$ cat src/design/gfma_pkg.sv
// Shared constants for the position-fix moving-average filter.
`default_nettype none

package gfma_pkg;

    // Field widths of one fix
    localparam int LAT_W = 31;
    localparam int LON_W = 32;
    localparam int ALT_W = 25;

    // Default window length and altitude ceiling after reset (cm)
    localparam int WINDOW_DEF = 8;
    localparam logic signed [ALT_W-1:0] ALT_CEIL_RESET = 25'sd10000000;

    // Quotient bits retired per divider cycle
    localparam int DIV_STEPS = 4;

    // Packed stream widths (whole bytes)
    localparam int S_DATA_W = 96;
    localparam int M_DATA_W = 184;

endpackage

`default_nettype wire

$ cat src/design/gfma_cell.sv
// One window cell: holds a sample and hands it to the next cell on a push.
`default_nettype none

module gfma_cell #(
    parameter int W = 32
) (
    input  wire logic         aclk,
    input  wire logic         shift,
    input  wire logic [W-1:0] d,
    output logic      [W-1:0] q
);

    logic [W-1:0] sample_reg;
    logic [W-1:0] sample_next;

    // Load the neighbor's sample on a push, else hold
    always_comb begin
        sample_next = shift ? d : sample_reg;
    end

    always_ff @(posedge aclk) begin
        sample_reg <= sample_next;
    end

    assign q = sample_reg;

endmodule

`default_nettype wire

$ cat src/design/gfma_div.sv
// Iterative signed divider, truncating toward zero, several quotient bits per cycle.
`default_nettype none

module gfma_div #(
    parameter int DIV_W  = 35,
    parameter int FILL_W = 4
) (
    input  wire logic                    aclk,
    input  wire logic                    aresetn,
    input  wire logic                    start,
    input  wire logic signed [DIV_W-1:0] dividend,
    input  wire logic [FILL_W-1:0]       divisor,
    output logic                         done,
    output logic signed [DIV_W-1:0]      quotient
);
    import gfma_pkg::*;

    localparam int CYC   = (DIV_W + DIV_STEPS - 1) / DIV_STEPS;
    localparam int PAD_W = CYC * DIV_STEPS;
    localparam int CNT_W = $clog2(CYC + 1);

    logic [PAD_W-1:0]  mag_reg, mag_next;
    logic [FILL_W-1:0] rem_reg, rem_next;
    logic [FILL_W-1:0] dsr_reg, dsr_next;
    logic              neg_reg, neg_next;
    logic [CNT_W-1:0]  cnt_reg, cnt_next;
    logic              busy_reg, busy_next;
    logic              done_reg, done_next;

    logic [DIV_W-1:0]  abs_val;
    logic [PAD_W-1:0]  step_mag;
    logic [FILL_W-1:0] step_rem;
    logic [FILL_W:0]   trial;
    logic [PAD_W-1:0]  signed_q;

    // Magnitude of the dividend
    assign abs_val = dividend[DIV_W-1] ? (~dividend + 1'b1) : dividend;

    // Restoring steps: remainder stays narrow, below the divisor
    always_comb begin
        step_mag = mag_reg;
        step_rem = rem_reg;
        trial    = '0;
        for (int i = 0; i < DIV_STEPS; i++) begin
            trial = {step_rem, step_mag[PAD_W-1]};
            if (trial >= {1'b0, dsr_reg}) begin
                step_rem = FILL_W'(trial - {1'b0, dsr_reg});
                step_mag = {step_mag[PAD_W-2:0], 1'b1};
            end else begin
                step_rem = trial[FILL_W-1:0];
                step_mag = {step_mag[PAD_W-2:0], 1'b0};
            end
        end
    end

    // Sequencing
    always_comb begin
        mag_next  = mag_reg;
        rem_next  = rem_reg;
        dsr_next  = dsr_reg;
        neg_next  = neg_reg;
        cnt_next  = cnt_reg;
        busy_next = busy_reg;
        done_next = 1'b0;
        if (start) begin
            mag_next  = PAD_W'(abs_val);
            rem_next  = '0;
            dsr_next  = divisor;
            neg_next  = dividend[DIV_W-1];
            cnt_next  = CNT_W'(CYC);
            busy_next = 1'b1;
        end else if (busy_reg) begin
            mag_next = step_mag;
            rem_next = step_rem;
            cnt_next = cnt_reg - 1'b1;
            if (cnt_reg == CNT_W'(1)) begin
                busy_next = 1'b0;
                done_next = 1'b1;
            end
        end
    end

    always_ff @(posedge aclk) begin
        if (!aresetn) begin
            busy_reg <= 1'b0;
            done_reg <= 1'b0;
            cnt_reg  <= '0;
        end else begin
            busy_reg <= busy_next;
            done_reg <= done_next;
            cnt_reg  <= cnt_next;
        end
        mag_reg <= mag_next;
        rem_reg <= rem_next;
        dsr_reg <= dsr_next;
        neg_reg <= neg_next;
    end

    // Restore the sign
    assign signed_q = neg_reg ? (~mag_reg + 1'b1) : mag_reg;
    assign quotient = signed_q[DIV_W-1:0];
    assign done     = done_reg;

endmodule

`default_nettype wire

$ cat src/design/gfma_cell_chain_dummy_removed.sv
// Window length helper: counts held samples and flags a full window.
`default_nettype none

module gfma_fill #(
    parameter int WINDOW = 8,
    parameter int FILL_W = 4
) (
    input  wire logic              aclk,
    input  wire logic              aresetn,
    input  wire logic              push,
    output logic [FILL_W-1:0]      fill,
    output logic                   full
);

    logic [FILL_W-1:0] fill_reg, fill_next;

    // Saturating count of samples in the window
    always_comb begin
        fill_next = fill_reg;
        if (push && (fill_reg != FILL_W'(WINDOW))) begin
            fill_next = fill_reg + 1'b1;
        end
    end

    always_ff @(posedge aclk) begin
        if (!aresetn) begin
            fill_reg <= '0;
        end else begin
            fill_reg <= fill_next;
        end
    end

    assign fill = fill_reg;
    assign full = (fill_reg == FILL_W'(WINDOW));

endmodule

`default_nettype wire

$ cat src/design/gps_fix_moving_average_top.sv
// Top level of the position-fix moving-average filter.
//
// Each input beat carries one fix (latitude, longitude, altitude, each with a
// valid flag; an invalid value counts as zero). Latitude and longitude always
// enter boxcar windows of the last WINDOW samples; altitude enters its own
// window only when strictly below the ceiling register, otherwise the last
// altitude mean is held (zero until an altitude is taken). Each window is a
// row of cells that shift on a push, with a running sum beside it. The means
// come from one shared divider that retires four quotient bits per cycle. One
// item passes through its accept, then two or three divisions (three when the
// altitude is taken), each issued from a start state and awaited in a wait
// state, then an output state that loads the output register. The next item is
// accepted while a finished result waits on the output. The ceiling register
// may be written only while the block is idle.
`default_nettype none

module gps_fix_moving_average_top #(
    parameter int WINDOW = gfma_pkg::WINDOW_DEF
) (
    input  wire logic                           aclk,
    input  wire logic                           aresetn,
    // Configuration write: altitude ceiling (cm, signed)
    input  wire logic                           cfg_valid,
    output logic                                cfg_ready,
    input  wire logic [gfma_pkg::ALT_W-1:0]     cfg_data,
    // Input fix, tdata from bit 0: lat_value, lat_ok, lon_value, lon_ok,
    // alt_value, alt_ok, zero pad
    input  wire logic                           s_tvalid,
    output logic                                s_tready,
    input  wire logic [gfma_pkg::S_DATA_W-1:0]  s_tdata,
    // Result, tdata from bit 0: lat_used, lon_used, alt_used, lat_mean,
    // lon_mean, alt_mean, alt_taken, zero pad
    output logic                                m_tvalid,
    input  wire logic                           m_tready,
    output logic [gfma_pkg::M_DATA_W-1:0]       m_tdata
);
    import gfma_pkg::*;

    localparam int LOG_W     = $clog2(WINDOW);
    localparam int FILL_W    = $clog2(WINDOW + 1);
    localparam int LAT_SUM_W = LAT_W + LOG_W;
    localparam int LON_SUM_W = LON_W + LOG_W;
    localparam int ALT_SUM_W = ALT_W + LOG_W;
    localparam int DIV_W     = LON_SUM_W;

    // Sequencer state codes
    localparam logic [2:0] ST_IDLE  = 3'd0;
    localparam logic [2:0] ST_START = 3'd1;
    localparam logic [2:0] ST_WAIT  = 3'd2;
    localparam logic [2:0] ST_OUT   = 3'd3;

    // Channel codes for the shared divider
    localparam logic [1:0] CH_LAT = 2'd0;
    localparam logic [1:0] CH_LON = 2'd1;
    localparam logic [1:0] CH_ALT = 2'd2;

    logic [2:0] state_reg, state_next;
    logic [1:0] ch_reg, ch_next;

    logic signed [ALT_W-1:0]     ceil_reg;
    logic signed [LAT_SUM_W-1:0] lat_total_reg, lat_total_next;
    logic signed [LON_SUM_W-1:0] lon_total_reg, lon_total_next;
    logic signed [ALT_SUM_W-1:0] alt_total_reg, alt_total_next;

    logic [LAT_W-1:0] lat_used_reg;
    logic [LON_W-1:0] lon_used_reg;
    logic [ALT_W-1:0] alt_used_reg;
    logic             taken_reg;
    logic [LAT_W-1:0] lat_mean_reg;
    logic [LON_W-1:0] lon_mean_reg;
    logic [ALT_W-1:0] alt_held_reg;

    logic                m_tvalid_reg, m_tvalid_next;
    logic [M_DATA_W-1:0] m_tdata_reg, m_tdata_next;

    logic             accept;
    logic [LAT_W-1:0] lat_in;
    logic [LON_W-1:0] lon_in;
    logic [ALT_W-1:0] alt_in;
    logic             alt_take;

    logic [LAT_W-1:0] lat_q [WINDOW];
    logic [LON_W-1:0] lon_q [WINDOW];
    logic [ALT_W-1:0] alt_q [WINDOW];

    logic [FILL_W-1:0] pos_fill;
    logic [FILL_W-1:0] alt_fill;
    logic              pos_full;
    logic              alt_full;

    logic                    div_start;
    logic signed [DIV_W-1:0] div_dividend;
    logic [FILL_W-1:0]       div_divisor;
    logic                    div_done;
    logic signed [DIV_W-1:0] div_quot;

    assign cfg_ready = 1'b1;
    assign s_tready  = (state_reg == ST_IDLE);
    assign accept    = s_tvalid && s_tready;

    // Unpack and substitute zero for invalid values
    assign lat_in   = s_tdata[31] ? s_tdata[30:0] : '0;
    assign lon_in   = s_tdata[64] ? s_tdata[63:32] : '0;
    assign alt_in   = s_tdata[90] ? s_tdata[89:65] : '0;
    assign alt_take = $signed(alt_in) < ceil_reg;

    // Window cell rows, cell 0 takes the new sample, the last holds the oldest
    for (genvar i = 0; i < WINDOW; i++) begin : g_cells
        if (i == 0) begin : g_head
            gfma_cell #(.W(LAT_W)) u_lat (
                .aclk(aclk), .shift(accept), .d(lat_in), .q(lat_q[i]));
            gfma_cell #(.W(LON_W)) u_lon (
                .aclk(aclk), .shift(accept), .d(lon_in), .q(lon_q[i]));
            gfma_cell #(.W(ALT_W)) u_alt (
                .aclk(aclk), .shift(accept && alt_take), .d(alt_in), .q(alt_q[i]));
        end else begin : g_body
            gfma_cell #(.W(LAT_W)) u_lat (
                .aclk(aclk), .shift(accept), .d(lat_q[i-1]), .q(lat_q[i]));
            gfma_cell #(.W(LON_W)) u_lon (
                .aclk(aclk), .shift(accept), .d(lon_q[i-1]), .q(lon_q[i]));
            gfma_cell #(.W(ALT_W)) u_alt (
                .aclk(aclk), .shift(accept && alt_take), .d(alt_q[i-1]),
                .q(alt_q[i]));
        end
    end

    // Fill counts
    gfma_fill #(.WINDOW(WINDOW), .FILL_W(FILL_W)) u_pos_fill (
        .aclk(aclk), .aresetn(aresetn), .push(accept),
        .fill(pos_fill), .full(pos_full));

    gfma_fill #(.WINDOW(WINDOW), .FILL_W(FILL_W)) u_alt_fill (
        .aclk(aclk), .aresetn(aresetn), .push(accept && alt_take),
        .fill(alt_fill), .full(alt_full));

    // Running sums: add the new sample, drop the evicted one once full
    always_comb begin
        lat_total_next = lat_total_reg;
        lon_total_next = lon_total_reg;
        alt_total_next = alt_total_reg;
        if (accept) begin
            lat_total_next = lat_total_reg + LAT_SUM_W'($signed(lat_in))
                - (pos_full ? LAT_SUM_W'($signed(lat_q[WINDOW-1])) : '0);
            lon_total_next = lon_total_reg + LON_SUM_W'($signed(lon_in))
                - (pos_full ? LON_SUM_W'($signed(lon_q[WINDOW-1])) : '0);
            if (alt_take) begin
                alt_total_next = alt_total_reg + ALT_SUM_W'($signed(alt_in))
                    - (alt_full ? ALT_SUM_W'($signed(alt_q[WINDOW-1])) : '0);
            end
        end
    end

    // Divider operand select
    always_comb begin
        div_dividend = DIV_W'(lat_total_reg);
        div_divisor  = pos_fill;
        case (ch_reg)
            CH_LAT: begin
                div_dividend = DIV_W'(lat_total_reg);
                div_divisor  = pos_fill;
            end
            CH_LON: begin
                div_dividend = DIV_W'(lon_total_reg);
                div_divisor  = pos_fill;
            end
            CH_ALT: begin
                div_dividend = DIV_W'(alt_total_reg);
                div_divisor  = alt_fill;
            end
            default: begin
                div_dividend = DIV_W'(lat_total_reg);
                div_divisor  = pos_fill;
            end
        endcase
    end

    assign div_start = (state_reg == ST_START);

    gfma_div #(.DIV_W(DIV_W), .FILL_W(FILL_W)) u_div (
        .aclk(aclk), .aresetn(aresetn), .start(div_start),
        .dividend(div_dividend), .divisor(div_divisor),
        .done(div_done), .quotient(div_quot));

    // Sequencer
    always_comb begin
        state_next    = state_reg;
        ch_next       = ch_reg;
        m_tvalid_next = m_tvalid_reg;
        m_tdata_next  = m_tdata_reg;
        if (m_tvalid_reg && m_tready) begin
            m_tvalid_next = 1'b0;
        end
        case (state_reg)
            ST_IDLE: begin
                if (accept) begin
                    state_next = ST_START;
                    ch_next    = CH_LAT;
                end
            end
            ST_START: begin
                state_next = ST_WAIT;
            end
            ST_WAIT: begin
                if (div_done) begin
                    if (ch_reg == CH_LAT) begin
                        ch_next    = CH_LON;
                        state_next = ST_START;
                    end else if (ch_reg == CH_LON && taken_reg) begin
                        ch_next    = CH_ALT;
                        state_next = ST_START;
                    end else begin
                        state_next = ST_OUT;
                    end
                end
            end
            ST_OUT: begin
                if (!m_tvalid_reg || m_tready) begin
                    m_tvalid_next = 1'b1;
                    m_tdata_next  = M_DATA_W'({taken_reg, alt_held_reg, lon_mean_reg,
                        lat_mean_reg, alt_used_reg, lon_used_reg, lat_used_reg});
                    state_next    = ST_IDLE;
                end
            end
            default: begin
                state_next = ST_IDLE;
            end
        endcase
    end

    // Control and sums
    always_ff @(posedge aclk) begin
        if (!aresetn) begin
            state_reg     <= ST_IDLE;
            ch_reg        <= CH_LAT;
            ceil_reg      <= ALT_CEIL_RESET;
            lat_total_reg <= '0;
            lon_total_reg <= '0;
            alt_total_reg <= '0;
            alt_held_reg  <= '0;
            m_tvalid_reg  <= 1'b0;
        end else begin
            state_reg     <= state_next;
            ch_reg        <= ch_next;
            lat_total_reg <= lat_total_next;
            lon_total_reg <= lon_total_next;
            alt_total_reg <= alt_total_next;
            m_tvalid_reg  <= m_tvalid_next;
            if (cfg_valid && cfg_ready) begin
                ceil_reg <= cfg_data;
            end
            if (state_reg == ST_WAIT && div_done && ch_reg == CH_ALT) begin
                alt_held_reg <= div_quot[ALT_W-1:0];
            end
        end
    end

    // Item payload and means
    always_ff @(posedge aclk) begin
        if (accept) begin
            lat_used_reg <= lat_in;
            lon_used_reg <= lon_in;
            alt_used_reg <= alt_in;
            taken_reg    <= alt_take;
        end
        if (state_reg == ST_WAIT && div_done && ch_reg == CH_LAT) begin
            lat_mean_reg <= div_quot[LAT_W-1:0];
        end
        if (state_reg == ST_WAIT && div_done && ch_reg == CH_LON) begin
            lon_mean_reg <= div_quot[LON_W-1:0];
        end
        m_tdata_reg <= m_tdata_next;
    end

    assign m_tvalid = m_tvalid_reg;
    assign m_tdata  = m_tdata_reg;

endmodule

`default_nettype wire

$ cat config.mk
export PLATFORM = sky130hd
export DESIGN_NAME = gps_fix_moving_average_top
export DESIGN_NICKNAME = d
export VERILOG_FILES = /design/src/design/gfma_pkg.sv /design/src/design/gfma_cell.sv /design/src/design/gfma_div.sv /design/src/design/gfma_cell_chain_dummy_removed.sv /design/src/design/gps_fix_moving_average_top.sv
export SDC_FILE = /design/constraint.sdc
export NUM_CORES = 2
export LEC_CHECK = 0
export BUFFER_PORTS_ARGS = -buffer_cell sky130_fd_sc_hd__buf_4
export CORE_MARGIN = 3
export CORE_UTILIZATION = 40
export CTS_BUF_LIST = sky130_fd_sc_hd__clkbuf_4 sky130_fd_sc_hd__clkbuf_8 sky130_fd_sc_hd__clkbuf_16
export CTS_CLUSTER_SIZE = 14
export DETAILED_ROUTE_END_ITERATION = 8
export PLACE_DENSITY_LB_ADDON = 0.15
export SYNTH_ARGS = -nofsm -noshare
export SYNTH_HDL_FRONTEND = slang
export SYNTH_SLANG_ARGS = --single-unit
export TNS_END_PERCENT = 30
$ cat constraint.sdc
create_clock -name aclk -period 29.8 [get_ports aclk]
set_clock_uncertainty 0.05 [all_clocks]
set_input_delay 1.49 -clock aclk [delete_from_list [all_inputs] [get_ports aclk]]
set_output_delay 1.49 -clock aclk [all_outputs]
set_load 0.1 [all_outputs]
==> results summary <==
For the pin with the worst max-slew slack, the measured transition is 1.144 ns. The critical path launch point is u_div.dsr_reg[1]. The area of the die came out at 0.1265 mm^2. The accumulated negative setup slack is 0 ns. The clock sink count is 1181. The number of antenna diodes in the final layout is 0. The count of cells along the worst hold path is 0. The first global-routing pass estimated 151100 um of wire. The net count reported at finish came out at 4261.

Across every metal layer, demand over resource in global routing totals 0.1556. The number of vias after detailed routing is 26580. The register with the most flip-flops in the layout has 224 of them. During I/O placement, the number of pins put on the boundary was 313. The worst-case clock buffer depth is 3. The detailed-route wire length is 99630 um.

The hold violation count in the final report came to 0. The largest net degree at the start of global routing is 95. The cell count after synthesis came out at 3551. Of the post-synthesis cell area, the dominant cell type holds 0.6203. For this design, the slowest cell found on the critical path is sky130_fd_sc_hd__edfxtp_1.

The worst path in the final design needs a cycle of 7.160 ns, including I/O delays and setup. The number of distinct library cells after synthesis came out at 73. Clock tree synthesis selected as its root buffer the cell sky130_fd_sc_hd__clkbuf_16. The flow ran to the end, and the final reports show no timing, DRC or antenna violations.

The synthesized design contains 1181 register bits. In this run the most critical hold path is launched from g_cells[5].g_body.u_lon.q[14]. The Yosys step of the flow raised 0 warnings. The average cell area after synthesis is 13.77 um^2. The routed wirelength normalized by instance count came out at 17.78 um. The first-iteration detailed-routing DRC count came out at 1793. The internal reg-to-reg setup slack came out at 22.64 ns. The startpoint identified for the worst register-to-register timing path is u_div.dsr_reg[1].

In the synthesized netlist the dominant register cell turns out to be sky130_fd_sc_hd__edfxtp_1. For the worst flop-to-flop path, the logic depth is 29. The row count is 127. The kind of end point of the critical path is a flop.

The path class of the lowest-slack min-delay path is reg -> reg. At the later pin of the worst-skew pair, clock insertion delay measures 0.69 ns. The endpoint identified for the worst register-to-register timing path is u_div.rem_reg[0]. The maximum clock rate is 0.1397 GHz. The number of buffers created by CTS is 120. The final weighted congestion of routability-driven global placement came out at 0.8327.

Of the cells placed in the final design, the portion with a size suffix greater than 1 is 0.1413. The total of cells resized after clock tree synthesis is 0. The starting density of the core is 0.4054. The total area inside the core boundary comes to 0.1206 mm^2. The most numerous cell type found on the critical path is sky130_fd_sc_hd__ha_1. The post-route fraction of the period consumed by the critical path came out at 0.2403. The width of the die is 355.6 um. The remaining antenna violation count is 0. After detailed routing, the number of remaining DRC violations is 0. Before antenna repair, the detailed router went through 5 iterations.

The critical path in this run is classified as reg -> reg. Setup violations remaining at the end of the flow were counted as 0. The worst setup path is launched from a flop. The initial antenna violation count is 2. By count the netlist is led by 1010 x sky130_fd_sc_hd__edfxtp_1, 447 x sky130_fd_sc_hd__inv_1, 309 x sky130_fd_sc_hd__nand2_1. The number of maximum-capacitance constraint violations is 0.

Counting tap cells, the placed design contains a total of 5379 instances. The maximum ir drop on the vdd rail came out at 0.00004554 V. In this run the power density over the cells is 85.56 mW/mm^2.

The count of non-filler cells in the finished layout came out at 5604. The number of port buffers is 299. By area the synthesized netlist is led by sky130_fd_sc_hd__edfxtp_1 62%, sky130_fd_sc_hd__dfxtp_1 7.0%, sky130_fd_sc_hd__fa_1 4.0%, sky130_fd_sc_hd__ha_1 3.8%, sky130_fd_sc_hd__inv_1 3.4%. The share of the yosys chip area belonging to registers is 0.6903.

The area added between synthesis and finish is 16.39%. The post-synthesis instance area came out at 0.04889 mm^2. The number of filler instances in the final layout came out at 10750. The clock tree from TritonCTS is yes.

By instance count, the leading cell after synthesis is sky130_fd_sc_hd__edfxtp_1. The total of hold buffers inserted after clock tree synthesis is 0. The CTS clock-pin slew for the worst setup and hold paths is 0.06 ns. The via count of the first global-routing pass came out at 25750. Summed over all cells, the static leakage comes to 22.02 nW. The maximum level of the CTS H-tree came out at 3. The number of max-slew violations in the final report came out at 0. From bottom edge to top edge, the die measures 355.6 um. For this run, asynchronously set or reset flops after synthesis account for 0.

The half-perimeter wire length of the detailed placement result is 69060 um. The arrival time of the worst setup path is 7.73 ns. The delay contributed by the slowest stage of the critical path is 0.47 ns.

Counting flops with a built-in enable in the synthesized netlist gives 1010. For this run the aggregate overflow at the end of global routing stands at 0. The cell accounting for the most synthesized area is sky130_fd_sc_hd__edfxtp_1. The worst slew margin relative to its limit came out at 0.2372.

The setup fix buffers added after clock tree synthesis is 0. Setup repair after global routing left no endpoint under its margin. The highest net fanout along the worst path is 7.

The required arrival time at the worst endpoint came out at 30.37 ns. In the routed layout, each cell is associated on average with a via count of 4.742. The endpoint of the worst hold-timing path is g_cells[6].g_body.u_lon.q[14].
==> kinds of logic after synthesis <==
| kind of cell | Yosys count | share of synthesized area |
|---|---|---|
| adder cells (fa/ha/maj) | 246 | 0.07800 |
| AO/OA/AOI/OAI | 564 | 0.07276 |
| multiplexers | 73 | 0.01518 |
| XOR/XNOR | 149 | 0.02669 |
| AND/OR/NAND/NOR | 775 | 0.07270 |
| flip-flops | 1181 | 0.6903 |
| other | 2 | 0.0001536 |
| buffers and inverters | 561 | 0.04417 |
==> report_power, final <==
part / leakage (nW) / switching [mW] / internal (mW)
sequential: 10.9 / 0.0974 / 1.98
combinational: 9.12 / 0.774 / 0.520
clock: 1.99 / 0.614 / 0.883
==> how the worst max path moves through the flow <==
stage                     slack [ns]           endpoint
after floorplan                12.04  lon_total_reg[30]
after global placement         22.15   alt_total_reg[0]
after detailed placement       22.12   alt_total_reg[0]
after CTS                      22.63   u_div.rem_reg[0]
after global routing           22.19   u_div.rem_reg[0]
final                          22.64   u_div.rem_reg[0]
==> stage by stage <==
stage               cell area, um^2  utilization  total power, mW  worst slack (ns)  hold slack, ns
floorplan                     48910            -            3.136             12.04          0.3503
global placement              52910       0.4387            3.391             22.15          0.3502
detailed placement            52910       0.4387            3.407             22.12          0.3545
CTS                           56910       0.4718            4.932             22.63          0.3401
global route                  56910       0.4718            5.173             22.19          0.3477
finish                        56910       0.4718            4.869             22.64          0.3526
==> worst max-delay path, delay by kind of cell, from the launching register on <==
kind	cells	cell delay [ns]
and+or+nand+nor	6	0.91
buffers and inverters	3	0.43
DFF	1	0.47
adders and majority gates	4	1.08
muxes	3	1.18
AOI/OAI and AO/OA	13	2.96
==> layout by cell type (no fill, tap or decap), drive strengths merged, types with 98 or more instances in the layout <==
cell type	netlist	layout
edfxtp	1010	1010
inv	448	452
buf	31	323
nand2	310	310
nor2	194	194
a21oi	174	174
dfxtp	171	171
clkbuf	82	163
ha	148	148
o21ai	139	139
fa	98	98
==> final cells by class <==
class	count	area (um^2)	area share
clock inverters	62	573.1	0.01007
inverters	448	1692	0.02973
repair buffers	323	2425	0.04261
multi-input cells	1815	13020	0.2288
clock buffers	163	3427	0.06022
well taps	1612	2017	0.03544
flip-flops and latches	1181	33750	0.5931
==> layer usage <==
layer	vias up	share of wire	GRT usage
met1	12840	0.49	0.2279
li1	13150	-	-
met5	-	0	0
met3	101	0.040	0.02344
met4	0	0.017	0.04043
met2	487	0.46	0.2429
Power figures use the tool's default switching activity.
